**config.mk**
```make
export PLATFORM = sky130hd
export DESIGN_NAME = tmp_front_flat
export DESIGN_NICKNAME = d
export VERILOG_FILES = /design/src/tmp_pkg.sv /design/src/tmp_req_if.sv /design/src/tmp_front.sv /design/src/flat_wrapper.sv
export SDC_FILE = /design/constraint.sdc
export NUM_CORES = 1
export LEC_CHECK = 0
export BUFFER_PORTS_ARGS = -buffer_cell sky130_fd_sc_hd__buf_2
export CAP_MARGIN = 20
export CORE_MARGIN = 2
export CORE_UTILIZATION = 34
export DETAILED_ROUTE_END_ITERATION = 10
export PLACE_DENSITY = 0.5
export SETUP_SLACK_MARGIN = 0.05
export SLEW_MARGIN = 25
export SYNTH_ARGS = -nofsm -noshare
export SYNTH_HDL_FRONTEND = slang
export SYNTH_SLANG_ARGS = --single-unit
```
**constraint.sdc**
```tcl
create_clock -name clk -period 13.2 [get_ports clk]
set_input_delay 0 -clock clk [delete_from_list [all_inputs] [get_ports clk]]
set_output_delay 0 -clock clk [all_outputs]
set_load 0.005 [all_outputs]
```
**src/tmp_pkg.sv**
```systemverilog
package tmp_pkg;

  localparam int FRAC_BITS_DEF = 16;
  localparam int PC_W          = 6;
  localparam int REG_W         = 5;
  localparam int REG_DEPTH     = 32;
  localparam int LOAD_N        = 9;
  localparam int CFG_IDX_W     = 2;

  localparam logic [CFG_IDX_W-1:0] CFG_MAX_ACCEL = 2'd0;
  localparam logic [CFG_IDX_W-1:0] CFG_MAX_VEL   = 2'd1;

  typedef logic [REG_W-1:0] reg_addr_t;
  typedef logic [PC_W-1:0]  pc_t;

  typedef enum logic [3:0] {
    OP_ADD, OP_SUB, OP_MIN, OP_HALF, OP_NEG, OP_ADD2, OP_MUL, OP_DIV, OP_SQRT,
    OP_JZ, OP_JGE, OP_JNTRI, OP_JMP, OP_END2, OP_END3
  } op_t;

  typedef enum logic [2:0] {
    S_IDLE, S_LOAD, S_FETCH, S_EXEC, S_MULW, S_WAIT, S_EMIT
  } state_t;

  // scratch register map
  localparam reg_addr_t R_SP   = 5'd0;
  localparam reg_addr_t R_ST   = 5'd1;
  localparam reg_addr_t R_SV   = 5'd2;
  localparam reg_addr_t R_EV   = 5'd3;
  localparam reg_addr_t R_D    = 5'd4;
  localparam reg_addr_t R_TS   = 5'd5;
  localparam reg_addr_t R_MA   = 5'd6;
  localparam reg_addr_t R_MV   = 5'd7;
  localparam reg_addr_t R_ACC  = 5'd8;
  localparam reg_addr_t R_VC   = 5'd9;
  localparam reg_addr_t R_DV   = 5'd10;
  localparam reg_addr_t R_AI   = 5'd11;
  localparam reg_addr_t R_AD   = 5'd12;
  localparam reg_addr_t R_CD   = 5'd13;
  localparam reg_addr_t R_CI   = 5'd14;
  localparam reg_addr_t R_T0   = 5'd15;
  localparam reg_addr_t R_T1   = 5'd16;
  localparam reg_addr_t R_DEC  = 5'd17;
  localparam reg_addr_t R_DI   = 5'd18;
  localparam reg_addr_t R_DD   = 5'd19;
  localparam reg_addr_t R_TTC  = 5'd20;
  localparam reg_addr_t R_APOS = 5'd21;
  localparam reg_addr_t R_CP   = 5'd22;
  localparam reg_addr_t R_CT   = 5'd23;
  localparam reg_addr_t R_FP   = 5'd24;
  localparam reg_addr_t R_FT   = 5'd25;
  localparam reg_addr_t R_TOT  = 5'd26;

  localparam pc_t L_BIG   = 6'd20;
  localparam pc_t L_AFTER = 6'd32;
  localparam pc_t L_TRAP  = 6'd52;

  typedef struct packed {
    op_t       op;
    reg_addr_t dst;
    reg_addr_t a;
    reg_addr_t b;
    pc_t       tgt;
  } instr_t;

  typedef struct packed {
    logic signed [31:0] sp;
    logic signed [31:0] st;
    logic signed [31:0] sv;
    logic signed [31:0] ev;
    logic signed [31:0] d;
    logic signed [31:0] ts;
    logic               rev;
  } req_t;

  function automatic logic signed [31:0] sat33(input logic signed [32:0] v);
    if (v[32] != v[31]) return v[32] ? 32'sh8000_0000 : 32'sh7fff_ffff;
    return v[31:0];
  endfunction

  function automatic instr_t mk(input op_t op, input reg_addr_t dst, input reg_addr_t a,
                                input reg_addr_t b, input pc_t tgt);
    instr_t i;
    i.op = op; i.dst = dst; i.a = a; i.b = b; i.tgt = tgt;
    return i;
  endfunction

  // planner program
  function automatic instr_t prog(input pc_t pc);
    case (pc)
      6'd0:  return mk(OP_MUL,   R_T0,   R_D,    R_ACC, '0);
      6'd1:  return mk(OP_SQRT,  R_T0,   R_T0,   R_T0,  '0);
      6'd2:  return mk(OP_MIN,   R_VC,   R_T0,   R_MV,  '0);
      6'd3:  return mk(OP_JZ,    R_T0,   R_TS,   R_TS,  L_AFTER);
      6'd4:  return mk(OP_SUB,   R_DV,   R_VC,   R_SV,  '0);
      6'd5:  return mk(OP_DIV,   R_AI,   R_DV,   R_ACC, '0);
      6'd6:  return mk(OP_ADD,   R_T0,   R_SV,   R_VC,  '0);
      6'd7:  return mk(OP_MUL,   R_T0,   R_T0,   R_AI,  '0);
      6'd8:  return mk(OP_HALF,  R_AD,   R_T0,   R_T0,  '0);
      6'd9:  return mk(OP_ADD,   R_T0,   R_AD,   R_AD,  '0);
      6'd10: return mk(OP_SUB,   R_CD,   R_D,    R_T0,  '0);
      6'd11: return mk(OP_DIV,   R_CI,   R_CD,   R_VC,  '0);
      6'd12: return mk(OP_ADD,   R_T0,   R_AI,   R_AI,  '0);
      6'd13: return mk(OP_ADD,   R_T0,   R_CI,   R_T0,  '0);
      6'd14: return mk(OP_JGE,   R_T0,   R_T0,   R_TS,  L_AFTER);
      6'd15: return mk(OP_JNTRI, R_T0,   R_CD,   R_CD,  L_BIG);
      6'd16: return mk(OP_HALF,  R_T0,   R_TS,   R_TS,  '0);
      6'd17: return mk(OP_DIV,   R_T0,   R_DV,   R_T0,  '0);
      6'd18: return mk(OP_MIN,   R_ACC,  R_T0,   R_MA,  '0);
      6'd19: return mk(OP_JMP,   R_T0,   R_T0,   R_T0,  L_AFTER);
      6'd20: return mk(OP_DIV,   R_T0,   R_CI,   R_AI,  '0);
      6'd21: return mk(OP_ADD2,  R_T0,   R_T0,   R_T0,  '0);
      6'd22: return mk(OP_DIV,   R_AI,   R_TS,   R_T0,  '0);
      6'd23: return mk(OP_ADD,   R_T0,   R_AI,   R_AI,  '0);
      6'd24: return mk(OP_SUB,   R_CI,   R_TS,   R_T0,  '0);
      6'd25: return mk(OP_ADD,   R_T0,   R_D,    R_D,   '0);
      6'd26: return mk(OP_ADD,   R_T1,   R_TS,   R_CI,  '0);
      6'd27: return mk(OP_DIV,   R_T0,   R_T0,   R_T1,  '0);
      6'd28: return mk(OP_MIN,   R_VC,   R_T0,   R_MV,  '0);
      6'd29: return mk(OP_SUB,   R_DV,   R_VC,   R_SV,  '0);
      6'd30: return mk(OP_DIV,   R_T0,   R_DV,   R_AI,  '0);
      6'd31: return mk(OP_MIN,   R_ACC,  R_T0,   R_MA,  '0);
      6'd32: return mk(OP_NEG,   R_DEC,  R_ACC,  R_ACC, '0);
      6'd33: return mk(OP_SUB,   R_T0,   R_VC,   R_SV,  '0);
      6'd34: return mk(OP_DIV,   R_AI,   R_T0,   R_ACC, '0);
      6'd35: return mk(OP_ADD,   R_T0,   R_VC,   R_SV,  '0);
      6'd36: return mk(OP_MUL,   R_T0,   R_T0,   R_AI,  '0);
      6'd37: return mk(OP_HALF,  R_AD,   R_T0,   R_T0,  '0);
      6'd38: return mk(OP_SUB,   R_T0,   R_EV,   R_VC,  '0);
      6'd39: return mk(OP_DIV,   R_DI,   R_T0,   R_DEC, '0);
      6'd40: return mk(OP_ADD,   R_T0,   R_VC,   R_EV,  '0);
      6'd41: return mk(OP_MUL,   R_T0,   R_T0,   R_DI,  '0);
      6'd42: return mk(OP_HALF,  R_DD,   R_T0,   R_T0,  '0);
      6'd43: return mk(OP_SUB,   R_T0,   R_D,    R_AD,  '0);
      6'd44: return mk(OP_SUB,   R_CD,   R_T0,   R_DD,  '0);
      6'd45: return mk(OP_ADD,   R_TTC,  R_ST,   R_AI,  '0);
      6'd46: return mk(OP_ADD,   R_APOS, R_SP,   R_AD,  '0);
      6'd47: return mk(OP_JNTRI, R_T0,   R_CD,   R_CD,  L_TRAP);
      6'd48: return mk(OP_ADD,   R_FT,   R_TTC,  R_DI,  '0);
      6'd49: return mk(OP_ADD,   R_FP,   R_APOS, R_DD,  '0);
      6'd50: return mk(OP_SUB,   R_TOT,  R_FT,   R_ST,  '0);
      6'd51: return mk(OP_END2,  R_T0,   R_T0,   R_T0,  '0);
      6'd52: return mk(OP_DIV,   R_CI,   R_CD,   R_VC,  '0);
      6'd53: return mk(OP_ADD,   R_CT,   R_CI,   R_TTC, '0);
      6'd54: return mk(OP_ADD,   R_CP,   R_CD,   R_APOS, '0);
      6'd55: return mk(OP_ADD,   R_FT,   R_CT,   R_DI,  '0);
      6'd56: return mk(OP_ADD,   R_FP,   R_CP,   R_DD,  '0);
      6'd57: return mk(OP_SUB,   R_TOT,  R_FT,   R_ST,  '0);
      6'd58: return mk(OP_END3,  R_T0,   R_T0,   R_T0,  '0);
      default: return mk(OP_END2, R_T0,  R_T0,   R_T0,  '0);
    endcase
  endfunction

endpackage

```
**src/tmp_req_if.sv**
```systemverilog
interface tmp_req_if;
  logic               valid;
  logic               ready;
  logic signed [31:0] start_pos;
  logic signed [31:0] start_time;
  logic signed [31:0] start_vel;
  logic signed [31:0] end_pos;
  logic signed [31:0] end_time;
  logic signed [31:0] end_vel;
  logic               reversed;

  modport source (output valid, start_pos, start_time, start_vel, end_pos, end_time,
                  end_vel, reversed, input ready);
  modport sink (input valid, start_pos, start_time, start_vel, end_pos, end_time,
                end_vel, reversed, output ready);
endinterface

```
**src/tmp_front.sv**
```systemverilog
module tmp_front (
  input  logic          clk,
  input  logic          rst,
  tmp_req_if.sink       req,
  output logic          head_valid,
  output tmp_pkg::req_t head,
  input  logic          pop
);
  import tmp_pkg::*;

  req_t       ent [2];
  req_t       in_ent;
  logic       wp, rp;
  logic [1:0] cnt;
  logic       push;

  assign req.ready  = (cnt != 2'd2);
  assign push       = req.valid && req.ready;
  assign head_valid = (cnt != 2'd0);
  assign head       = ent[rp];

  // work out the distance and time span on entry
  always_comb begin
    in_ent.sp  = req.start_pos;
    in_ent.st  = req.start_time;
    in_ent.sv  = req.start_vel;
    in_ent.ev  = req.end_vel;
    in_ent.d   = sat33({req.end_pos[31], req.end_pos} - {req.start_pos[31], req.start_pos});
    in_ent.ts  = sat33({req.end_time[31], req.end_time}
                       - {req.start_time[31], req.start_time});
    in_ent.rev = req.reversed;
  end

  always_ff @(posedge clk) begin
    if (push) ent[wp] <= in_ent;
  end

  always_ff @(posedge clk) begin
    if (rst) begin
      wp  <= 1'b0;
      rp  <= 1'b0;
      cnt <= 2'd0;
    end else begin
      if (push) wp <= ~wp;
      if (pop) rp <= ~rp;
      cnt <= cnt + {1'b0, push} - {1'b0, pop};
    end
  end
endmodule

```
**src/flat_wrapper.sv**
```systemverilog
// flat-port wrapper written by rule: the top's interface ports become plain ports
module tmp_front_flat import tmp_pkg::*;
  (clk, rst, head_valid, head, pop, req_valid, req_start_pos, req_start_time, req_start_vel, req_end_pos, req_end_time, req_end_vel, req_reversed, req_ready);
  tmp_req_if req_i ();
  input  logic clk;
  input  logic rst;
  output logic head_valid;
  output tmp_pkg::req_t head;
  input  logic pop;
  input wire logic [$bits(req_i.valid)-1:0] req_valid;
  input wire logic [$bits(req_i.start_pos)-1:0] req_start_pos;
  input wire logic [$bits(req_i.start_time)-1:0] req_start_time;
  input wire logic [$bits(req_i.start_vel)-1:0] req_start_vel;
  input wire logic [$bits(req_i.end_pos)-1:0] req_end_pos;
  input wire logic [$bits(req_i.end_time)-1:0] req_end_time;
  input wire logic [$bits(req_i.end_vel)-1:0] req_end_vel;
  input wire logic [$bits(req_i.reversed)-1:0] req_reversed;
  output wire logic [$bits(req_i.ready)-1:0] req_ready;
  assign req_i.valid = req_valid;
  assign req_i.start_pos = req_start_pos;
  assign req_i.start_time = req_start_time;
  assign req_i.start_vel = req_start_vel;
  assign req_i.end_pos = req_end_pos;
  assign req_i.end_time = req_end_time;
  assign req_i.end_vel = req_end_vel;
  assign req_i.reversed = req_reversed;
  assign req_ready = req_i.ready;
  tmp_front u_core (.clk(clk), .rst(rst), .req(req_i), .head_valid(head_valid), .head(head), .pop(pop));
endmodule
```
# == After elaboration in Yosys (flattened, before gate mapping) ==
# Memory sizes are Yosys's and may differ from the RTL's. A register that Yosys moved wholly into a read port is not among the register bits.
# Index checks and enable logic that the tools add are counted.
# word_totals
regBits,4
ram_bits,386
wordCells,27
memories,1
# classes
n_addsub,4
n_eq_ne,3
muxes,12
n_bitwise,2
n_reduce_logical,2
# memory_table
memory,depth,word_bits,rd,rd_ports_with_merged_regs,wr,line_no,text
u_core.ent,2,193,1,1,1,tmp_front.sv:11,req_t ent [2];
# op_table
cell,count
$mux W32,6
$sub A32 B32 Y33,2
$mux W1,6
$add A2 B1 Y2,1
$ne A1 B1 Y1,2
$ne A2 B2 Y1 const B,1
$not A1 Y1,2
$reduce_bool A2 Y1,1
$sub A2 B1 Y2,1
$logic_and A1 B1 Y1,1

# == Depth between registers and ports, before layout ==
# depth
depth_word,4
depth_mapped,14

# == Least setup slack after synthesis ==
# No wires, ideal clock.
# synth_path
path_type,flip-flop to flip-flop
from,register u_core.cnt[0]
to,memory u_core.ent[0][0] (netlist name) (enable)
setup_ns,0.749
arrival_ns,8.550
slack_ns,3.902
path_stages_with_launch,5
n_path_buf,0
cell_sequence,dfxtp_1 -> inv_1 -> nand2_1 -> nand2_1 -> nor2_1
# synth_between
elab_chain_cells,4
# synth_rtl
element,line_no,text
start: declaration,tmp_front.sv:14,logic [1:0] cnt;
start signal: assignment,tmp_front.sv:46,"cnt <= cnt + {1'b0, push} - {1'b0, pop};"
$ne A2 B2 Y1,tmp_front.sv:17,assign req.ready = (cnt != 2'd2);
net req_ready,flat_wrapper.sv:18,output wire logic [$bits(req_i.ready)-1:0] req_ready;
$logic_and A1 B1 Y1,tmp_front.sv:18,assign push = req.valid && req.ready;
$mux W1,tmp_front.sv:35,if (push) ent[wp] <= in_ent;
$mux W1 (not written as such),tmp_front.sv:35,
end: declaration,tmp_front.sv:11,
# The timed path passes the listed nets, and every way through them passes these cells.

==> summary.md <==
| Metric | Value |
|---|---|
| Switch share | 27.0% |
| Die width | 240 microns |
| Final Net Count | 2,117 |
| CTS Hold Bufs | 135 |
| Seq cells post-synth | 391 |
| Final ANT Viol Nets | 0 |
| Initial antenna violation count | 4 |
| Slowest stage delay, CP | 0.74 ns |
| Pint | 2850 uW |
| Yosys cell types | 86 |
| Cell Area, Synth | 18,900 sq um |
| Worst-Margin Slew | 1.01 ns |
| Final Wtd Congestion | 0.834 |
| CTS buffer count | 45 |
| CP Data Arrival Time | 3.67 ns |
| Syn_area_per_cell | 14.3 sq um |
| Ranking of synthesized cells by area | edfxtp_1, mux2_2, ha_1 |
| Drt wl/cell | 18.4 microns |
| Largest net degree at the start of global routing | 141 |
| # Post-CTS Setup Buffers | 0 |
| Final slew viol count | 0 |
| Unrepaired setup endpoints after global routing | no |
| Reg power frac | 43.8% |
| Status | completed |
| Area Overhead vs Synth | 29.9% |
| Std-Cell Core Area | 55,000 sq um |
| Layout cells sized above 1 | 38.8% |
| First drt pass iteration count | 5 |
| Slowest cell on crit path | mux2i_4 |
| Cell row count | 86 |
| Worst-path cell chain | dlygate4sd3_1 > buf_2 > inv_1 > ha_1 > inv_1 > fa_1 > a211oi_1 > o21bai_1 > o211ai_2 > a2111oi_2 > nor3_2 > nand2_1 > mux2i_4 > o21ai_0 |
| F_max | 293 MHz |
| Setup TNS | 0 ns |
| Ys async rst share | 0% |
| Root Buffer | clkbuf_16 |
| Yosys warning count | 0 |
| CTS resizes | 0 |
| Yosys top cell area share | 61.4% |
| Critical Path End Type | register |
| Clock Skews | 0.0148 ns |
| Post-layout util | 44.6% |
| Post-DP HPWL | 33,800 microns |
| Synth Flop Type | edfxtp_1 |
| Routed vias/inst | 4.74 |
| Die Area | 57,400 sq um |
| Final setup fails | 0 |
| Cell taking the most area after synthesis | edfxtp_1 |
| Total power | 3900 uW |
| Synth Instances | 1,319 |
| Total Routing Usage GR | 16.3% |
| Most used cell, CP | inv_1 |
| Max-Cap Viols | 0 |
| CTS tree | yes |
| Clock buffer depth | 3 |
| Final number of hold-violating endpoints | 0 |
| Pwr/cell area | 159 nW/um^2 |
| Sw power | 1050 uW |
| Initial DRC count | 655 |
| Routed via count | 12,500 |
| Clock network power share | 33.7% |
| Seq/Total Area, Yosys | 61.9% |
| Worst Setup Start Kind | input pin |
| R2R Setup Slk | 10.37 ns |
| DRC violations left | 0 |
| IO buf count | 391 |
| Vias in the first global route | 13,000 |
| Gr ovfl total | 0 |
| Initial core utilization | 34.3% |
| Lkg Pwr | 0.00954 uW |
| I/O pins | 392 |
| Critical Path RT | 13.46 ns |
| Clk pin slew, worst setup/hold paths | 0.06 ns |
| TritonCTS sink count | 391 |
| Worst-path maximum fanout | 23 |
| Peak VDD IR | 0.139 mV |
| Routed WL | 48,500 microns |
| Post-route minimum period | 3.41 ns |
| EDFF count, synth | 386 |
| Tcrit/Tclk final | 25.8% |
| Die Y | 240 microns |
| Relative slew margins | 32.7% |
| First-pass GRT wire length | 72,500 microns |
| CTS H-tree lvls | 2 |
| Crit path kind | in -> reg |
| Syn_nets | 1,584 |
| Part of the power in combinational logic | 22.5% |
| Min-delay worst type | in -> reg |
| Clk_lat worst skew | 0.57 ns |
path summary, 6_finish.rpt:
kind,start,endpoint,depth (start not counted)
hold / removal,req_end_time[1],u_core.ent[1][2]$_DFFE_PP_,4
setup / recovery,req_end_time[0],u_core.ent[1][8]$_DFFE_PP_,14
hold reg to reg,u_core.rp$_SDFFE_PP0P_,u_core.rp$_SDFFE_PP0P_,2
setup reg to reg,u_core.cnt[0]$_SDFF_PP0_,u_core.ent[0][87]$_DFFE_PP_,6
flip-flops by register name, indices dropped and copies added, names as in the netlist, named ones only:
signal / count
u_core.ent: 386
u_core.cnt: 2
u_core.rp: 1
u_core.wp: 1
cell families (layout without fill, tap and decap cells):
| group | count (synthesis) | after routing | synth area share [%] |
|---|---|---|---|
| buf+inv | 146 | 716 | 3.46 |
| compound gates | 277 | 277 | 10.2 |
| mux | 199 | 199 | 11.9 |
| flops | 391 | 391 | 61.9 |
| xor+xnor | 54 | 54 | 2.60 |
| other cells | 0 | 3 | 0 |
| simple gates | 176 | 176 | 4.89 |
| fa+ha+maj | 76 | 76 | 5.04 |
cell type report:
type / count / area [sq um]
fillers: 5059 / 30500
flip-flops and latches: 391 / 11700
multi-input cells: 782 / 6550
repair buffers: 536 / 3410
clock buffers: 54 / 1200
well taps: 748 / 936
clock inverters: 30 / 360
inverters: 96 / 360
diodes: 3 / 7.51
synthesized netlist by cell type, types with 7 or more instances:
cell	n
a21oi_2	21
nor2_1	32
nand4_1	12
o21ai_1	14
xor2_1	27
a21oi_1	79
edfxtp_1	386
buf_2	13
nor2b_1	8
nand2b_1	10
o31ai_1	9
xnor2_1	26
o211ai_1	11
mux2_2	193
a21o_1	23
nand2_1	54
a31oi_1	7
clkbuf_1	24
nand3_1	14
ha_1	66
a211oi_1	7
inv_1	94
o21ai_0	38
power groups by stage:
stage	sequential [uW]	clock [uW]	combinational [uW]
3_3_place_gp	1730	0	862
5_1_grt	1730	1400	971
2_1_floorplan	1770	0	522
4_1_cts	1710	1360	902
3_5_place_dp	1740	0	865
6_report	1710	1310	879
stage by stage:
step	hold slack (ns)	worst slack, ns	area (sq um)	std cells
2_1_floorplan	0.0716	3.90	18900	1319
3_3_place_gp	0.188	9.82	21600	2417
3_5_place_dp	0.192	9.74	21600	2417
4_1_cts	0.00594	9.80	24500	2636
5_1_grt	0.0374	9.54	24500	2639
6_report	0.0378	9.79	24500	2640
critical path: cells and delay by family:
family / cells / cell delay [ns]
AND/OR/NAND/NOR: 2 / 0.46
adder cells (fa/ha/maj): 2 / 0.59
AO/OA/AOI/OAI: 5 / 1.13
buffers and inverters: 4 / 0.76
multiplexers: 1 / 0.74
cell usage in the layout (no fill, tap or decap), types with 8 or more instances in the layout:
cell / instances
inv_1: 94
nand4_1: 12
clkbuf_16: 47
xor2_1: 27
xnor2_1: 26
o31ai_1: 9
clkinv_2: 8
o21ai_1: 14
edfxtp_1: 386
nor2_1: 31
a21o_1: 23
bufinv_16: 8
nand3_1: 14
a21oi_1: 79
clkinv_1: 8
nand2_1: 54
buf_4: 8
a21oi_2: 21
mux2_2: 193
dlygate4sd3_1: 135
buf_2: 391
o211ai_1: 11
nand2b_1: 10
ha_1: 66
o21ai_0: 38
nor2b_1: 8
routing by layer:
metal,track usage (%),vias up,part of all wire [%]
met2,29.1,265,51
met3,4.78,63,6.3
met1,19.0,6075,40
met4,4.75,2,2.1
li1,-,6097,-
met5,0,-,0.027
(Power assumes the default switching activity.)
